$ cat src/rtl/fss_pkg.sv
// Package for the Fourier series synthesis block.
// Holds controller/datapath command types, states and fixed-point constants.
package fss_pkg;
	localparam logic [30:0] C1 = 31'd1686629713;
	localparam logic [29:0] C3 = 30'd693598668;
	localparam logic [29:0] C5 = 30'd85569274;
	localparam logic [29:0] C7 = 30'd5026995;
	localparam logic [29:0] C9 = 30'd172272;
	localparam logic [30:0] Q30_ONE = 31'd1073741824;
	localparam logic signed [39:0] SAT_MAX = 40'sh7FFFFFFFFF;
	localparam logic signed [39:0] SAT_MIN = -40'sh8000000000;

	localparam logic [1:0] REG_ORDER = 2'd0;
	localparam logic [1:0] REG_COUNT = 2'd1;
	localparam logic [1:0] REG_STEP = 2'd2;

	typedef enum logic [2:0] {
		ST_IDLE,
		ST_SQRT,
		ST_HARM,
		ST_DRAIN,
		ST_OUT
	} state_t;

	// Commands from controller to datapath.
	typedef struct packed {
		logic start;      // latch request and start bin-0 root
		logic issue;      // issue harmonic in k_q into the pipe
		logic finish;     // saturate and load output register
	} cmd_t;

	// Status from datapath to controller.
	typedef struct packed {
		logic sqrt_done;
		logic pipe_empty;
		logic oor;
	} status_t;
endpackage

$ cat src/rtl/fss_ctrl.sv
// Controller state machine: sequences root, harmonic issue, drain, output.
// Uses fss_pkg.
module fss_ctrl (
	input  logic             clk,
	input  logic             arst_n,
	input  logic             s_tvalid,
	output logic             s_tready,
	input  logic             s_op,
	output logic             m_tvalid,
	input  logic             m_tready,
	input  logic [5:0]       harmonic_order,
	input  fss_pkg::status_t status,
	output fss_pkg::cmd_t    cmd,
	output logic [5:0]       k,
	output logic             load
);
	import fss_pkg::*;

	state_t state_q, state_d;
	logic [5:0] k_q, k_d;
	logic       mv_q, mv_d;

	always_ff @(posedge clk or negedge arst_n) begin
		if (!arst_n) begin
			state_q <= ST_IDLE;
			k_q <= '0;
			mv_q <= 1'b0;
		end else begin
			state_q <= state_d;
			k_q <= k_d;
			mv_q <= mv_d;
		end
	end

	always_comb begin
		state_d = state_q;
		k_d = k_q;
		mv_d = mv_q && !m_tready;
		cmd = '0;
		s_tready = 1'b0;
		load = 1'b0;
		case (state_q)
			ST_IDLE: begin
				// Loads go on while the previous word waits; a new request does not.
				s_tready = !(s_op && mv_q);
				if (s_tvalid && s_tready) begin
					if (!s_op) begin
						load = 1'b1;
					end else begin
						cmd.start = 1'b1;
						k_d = 6'd1;
						state_d = ST_SQRT;
					end
				end
			end
			ST_SQRT: begin
				if (status.sqrt_done) begin
					state_d = (harmonic_order == 6'd0 || status.oor) ? ST_DRAIN : ST_HARM;
				end
			end
			ST_HARM: begin
				cmd.issue = 1'b1;
				k_d = k_q + 6'd1;
				if (k_q == harmonic_order) begin
					state_d = ST_DRAIN;
				end
			end
			ST_DRAIN: begin
				if (status.pipe_empty) begin
					state_d = ST_OUT;
				end
			end
			ST_OUT: begin
				if (!mv_q || m_tready) begin
					cmd.finish = 1'b1;
					mv_d = 1'b1;
					state_d = ST_IDLE;
				end
			end
			default: state_d = ST_IDLE;
		endcase
	end

	assign k = k_q;
	assign m_tvalid = mv_q;

	ap_load_idle: assert property (@(posedge clk) disable iff (!arst_n)
		load |-> state_q == ST_IDLE) else $error("load outside idle");
	ap_finish_free: assert property (@(posedge clk) disable iff (!arst_n)
		cmd.finish |-> (!mv_q || m_tready)) else $error("output overwritten");
	ap_issue_order: assert property (@(posedge clk) disable iff (!arst_n)
		cmd.issue |-> k_q != 6'd0 && k_q <= harmonic_order) else $error("bad harmonic");
endmodule
$ cat config.mk
export PLATFORM = sky130hd
export DESIGN_NAME = fss_ctrl
export DESIGN_NICKNAME = d
export VERILOG_FILES = /design/src/rtl/fss_pkg.sv /design/src/rtl/fss_ctrl.sv
export SDC_FILE = /design/constraint.sdc
export NUM_CORES = 1
export LEC_CHECK = 0
export BUFFER_PORTS_ARGS = -buffer_cell sky130_fd_sc_hd__clkbuf_2
export CORE_MARGIN = 5
export CORE_UTILIZATION = 40
export CTS_BUF_LIST = sky130_fd_sc_hd__clkbuf_16
export DETAILED_ROUTE_END_ITERATION = 10
export GPL_ROUTABILITY_DRIVEN = 1
export PLACE_DENSITY = 0.72
export SLEW_MARGIN = 20
export SYNTH_ARGS = -nofsm -noshare
export SYNTH_HDL_FRONTEND = slang
export SYNTH_SLANG_ARGS = --single-unit
$ cat constraint.sdc
create_clock -name clk -period 1.3 [get_ports clk]
set_clock_uncertainty 0.05 [all_clocks]
set_input_delay 0.195 -clock clk [delete_from_list [all_inputs] [get_ports clk]]
set_output_delay 0.195 -clock clk [all_outputs]
set_load 0.005 [all_outputs]
# == Word-level counts from Yosys, hierarchy flattened ==
# Cells that the tools add are included.
# word_totals
word_cells,51
reg_bits,10
input_bits,14
output_inout_bits,12
# op_classes
n_eq_ne,11
n_mux,23
add_sub_neg,1
n_reduce_logical,13
# op_table
operator,n
3-bit 2-to-1 mux,6
3-bit case mux with 5 select lines,1
1-bit 2-to-1 mux,13
6-bit 2-to-1 mux,2
"2-bit inequality test, second input constant",6
6-bit case mux with 2 select lines,1
"6-bit by 1-bit adder with 6-bit output, second input constant",1
"3-bit by 2-bit == test with 1-bit output, second input constant",2
6-bit == test,1
6-bit logical NOT,1
6-bit AND reduction,1
"3-bit by 1-bit == test with 1-bit output, second input constant",1
"3-bit == test, second input constant",1
1-bit logical AND,3
1-bit logical NOT,3
3-bit logical NOT,1
3-bit AND reduction,1
1-bit logical OR,2
2-bit nonzero test,1

# == Depth between registers and ports, before layout ==
# logic_depth
word_depth,5
ltp_mapped,5
ltp_nobuf,4

# == Least setup slack after synthesis ==
# OpenSTA, ideal clock, no wires.
# synth_timing
path_type,reg2reg
startpoint,register state_q[2]
endpoint,"register k_q[5], in the netlist k[5]"
setup_ns,0.119
required_ns,1.131
slack_ns,-0.021
path_stages_with_launch,5
arrival_time_ns,1.152
synth_period_minus_slack_ns,1.321
path_buffers,0
path_cell_list,dfrtp_1 -> nor3b_4 -> nand4_1 -> xor2_1 -> nor2_2
# synth_between
elab_chain_len,3
word_cells_on_any_way,7
classes_between,3 x eq/ne; 1 x mux; 3 x reduce/logical
# synth_rtl
element,line_no,rtl
start: declaration,fss_ctrl.sv:19,"state_t state_q, state_d;"
start signal: assignment,fss_ctrl.sv:29,state_q <= state_d;
3-bit by 2-bit == test with 1-bit output or 3-bit logical NOT (tied branches),fss_ctrl.sv:42,case (state_q)
2-bit nonzero test (no source line) or 2-bit inequality test (tied branches),-,
3-bit AND reduction (no source line),-,
end signal: assignment,fss_ctrl.sv:30,k_q <= k_d;
end: declaration,fss_ctrl.sv:20,"logic [5:0] k_q, k_d;"
# Several ways; a longest one is shown, not always the timed one.
# A chain may end at the register's enable or synchronous reset.

==> metrics <==
status=complete, but fails checks; failing checks=setup timing; worst slew margin relative to its limit=0.5912; worst setup margin=-206.8 ps; cell family with the largest share of critical-path delay=simple AND/OR/NAND/NOR gates; Die Span Y=around 49 um; leakage dissipation=approximately 0.00052 uW; critical hold path startpoint=status[1]; Seq/Total Area, Yosys=0.4219; CTS sink cnt=10; number of max-cap violations=0; Hold Worst Slack=around 180 ps; final std cell area, no fill=between 1000 and 1500 sq um; post-route insts no fill=between 100 and 150; met3 wire length=just over 80 um; post-synthesis instance area=slightly below 600 sq um; post-synth net total=77; routed wire length per instance=roughly 15 um; # IOs=26; Post-DP HPWL=approximately 1300 um; f_max=between 0.6 and 0.7 GHz; vias after detailed routing=627; worst hold path depth=3; area of the die=approximately 2400 sq um; antenna violations before repair=0; Std-Cell Rows=13; count of yosys warnings during synthesis=0; startpoint type of the worst setup path=flop; global route total overflow=0; Synth Instances=between 60 and 70; number of buffers inserted during clock tree synthesis=3; hold violation total from the final report=0; Synth Register Bits=10; cell-by-cell listing of the critical path=nor3_4, and4b_2, clkbuf_2; last weighted congestion value of the routability-driven placer=between 0.7 and 0.8; number of cells traversed by the worst register-to-register path=6; combined global-route utilization of all metal layers=0.1732; Period minus WS final=1507 ps; wire length of the first global-routing pass=3194 um; input/output buffers=25; Worst Path Buf+Inv=1; Worst Hold End=state_q[2]; largest net degree at the start of global routing=11; clock-pin transition on the worst setup and hold timing paths=~40 ps; Setup WS pre-CTS=-109.3 ps; total area of sequential cells=roughly 250 sq um; area delta synth->final=77.64%; met2 layer wire length in the routed design=between 900 and 1000 um; path type of the worst setup path=reg -> out; Pwr per Cell Area=about 2100 nW/um^2; Post-layout nets=approximately 120; Post-DRT Antenna Nets=0; DRC violations left=0; highest routed metal layer=met4; worst reg2reg setup slack=-160 ps; TritonCTS clock tree=yes; RSZ-0062 raised after global routing=yes; via count of the first global-routing pass=about 670; diodes inserted=0; x dimension of the die=just under 50 um; worst min-delay path category=in -> reg; Iteration-0 DRC Markers=7; DR vias/cell=just over 5; wire length on met1=746 um; Bufs on Longest Clock Path=2; CP required=1050 ps; final setup fails=13; Peak VDD IR=between 1.5 and 2 mV; clock latency of the later-clocked register in the worst-skew pair=240 ps; Crit. End Element=primary output; wirelength, routed=~1900 um; layout cell share with drive strength beyond 1=0.5833; largest fanout on the critical path=3; number of pins with negative max-slew slack in the final report=0; Cell variety after synth=25; Clock H-tree levels=1; Filler Cell Count=93; Reg2Reg Capture Point=state_q[0]; total cell area at the placement stage=approximately 800 sq um; cell with the largest stage delay on the worst path=dfrtp_2; Multi-input gate area=395.4 sq um; critical register-to-register path startpoint=state_q[2]; total iterations of the first detailed-routing run=3; arrival time worst endpoint=~1300 ps; area of the core=between 1000 and 1500 sq um; starting density of the core=0.4393; post-route fraction of the period consumed by the critical path=1.159; slowest stage delay, CP=between 400 and 500 ps; Post-Synthesis Mean Instance Area=approximately 9.6 sq um; Inst Count DP=110; clock root cell=clkbuf_16; Least-Margin Pin Slew=607.6 ps
==> layer usage <==
metal	vias to the layer above	GRT usage
met5	-	0
met4	0	0.08520
met1	293	0.1925
li1	310	-
met2	18	0.2957
met3	6	0.05199
==> state kept, by name (all words and copies together), names as in the netlist <==
name	flops
k	6
state_q	3
m_tvalid	1
==> cell type report <==
| class | count | share of cell area |
|---|---|---|
| sequential | 10 | 0.2411 |
| timing repair buffer | 43 | 0.2838 |
| inverter | 2 | 0.007126 |
| multi-input combinational | 49 | 0.3753 |
| clock inverter | 1 | 0.003563 |
| clock buffer | 3 | 0.07126 |
| tap | 15 | 0.01781 |
==> cells by family after synthesis <==
logic type | Yosys count | share of synthesized area
simple gates | 31 | 0.3017
xor+xnor | 10 | 0.1477
flops | 10 | 0.4219
compound gates | 7 | 0.08228
buf+inv | 3 | 0.02533
fa+ha+maj | 1 | 0.02109
==> worst max path at each step <==
stage                            startpoint         end  slack (ps)  depth (start not counted)
after floorplan                  state_q[0]        k[4]           2                          4
after global placement    harmonic_order[0]  state_q[0]        -100                          5
after detailed placement         state_q[2]      cmd[2]        -110                          3
after CTS                        state_q[1]      cmd[2]        -220                          3
after global routing             state_q[1]      cmd[2]        -270                          3
final                            state_q[1]      cmd[2]        -210                          3
==> metrics by stage <==
stage | setup TNS (ps) | util | power [uW]
6_report | -1761 | 0.7804 | 2256
4_1_cts | -1565 | 0.7479 | 2148
3_5_place_dp | -641.2 | 0.5922 | 1296
5_1_grt | -2583 | 0.7804 | 2415
2_1_floorplan | 0 | - | 929.4
3_3_place_gp | -115.4 | 0.5922 | 1268
==> power by group <==
| part | switching [uW] | internal (uW) |
|---|---|---|
| combinational | 474 | 686 |
| sequential | 140 | 419 |
| clock | 135 | 402 |
| total | 750 | 1510 |
==> cell usage in the layout, fill, tap and decap left out <==
cell / count
clkbuf_2: 22
buf_6: 9
buf_4: 9
nand2_1: 8
dfrtp_1: 7
xor2_1: 6
nor2_1: 4
xnor2_1: 4
nand4_1: 3
clkbuf_16: 3
dfrtp_2: 3
and3_1: 2
nor2_2: 2
buf_2: 2
nor3b_4: 1
nand2b_1: 1
nor2_4: 1
nor3_4: 1
and4b_2: 1
a21boi_2: 1
inv_2: 1
o32ai_1: 1
nand2_2: 1
nand2b_4: 1
o21ai_1: 1
nor3_2: 1
a21oi_1: 1
inv_1: 1
or3_4: 1
a21oi_2: 1
nor3_1: 1
nor4_1: 1
a2111oi_4: 1
nor4b_2: 1
a211o_1: 1
ha_1: 1
clkinv_1: 1
dlygate4sd3_1: 1
==> cell usage after synthesis <==
library cell,count,area share
nor2_2,2,0.021
o32ai_1,1,0.015
nor3_1,2,0.017
a21boi_0,1,0.013
and3_1,2,0.021
xnor2_1,4,0.059
nor3b_4,1,0.032
o21ai_0,1,0.0084
a2111oi_0,1,0.015
nor4b_1,1,0.015
and4b_1,1,0.017
nand2b_1,2,0.021
dfrtp_1,10,0.42
ha_1,1,0.021
a21oi_1,2,0.017
nand4_1,3,0.032
or3_1,1,0.011
nand2_1,9,0.057
nor4_1,1,0.011
xor2_1,6,0.089
nor2_1,5,0.032
a211o_1,1,0.015
buf_4,1,0.013
inv_1,2,0.013
nor3_2,1,0.017
==> worst min-delay path, stage by stage <==
cell and delay, ps:
clkbuf_2 90, nand2_1 70, o32ai_1 70
==> timing repair <==
| action | in CTS | in global routing |
|---|---|---|
| resized for setup | 18 | 11 |
| pin swaps | 10 | 3 |
| gates cloned | 0 | 0 |
| endpoints found under the setup margin | 11 | 13 |
| hold endpoints to repair | 10 | 0 |
| hold buffers | 1 | 0 |
| buffers inserted | 7 | 1 |
No activity file was read; power rests on OpenSTA's default activity.
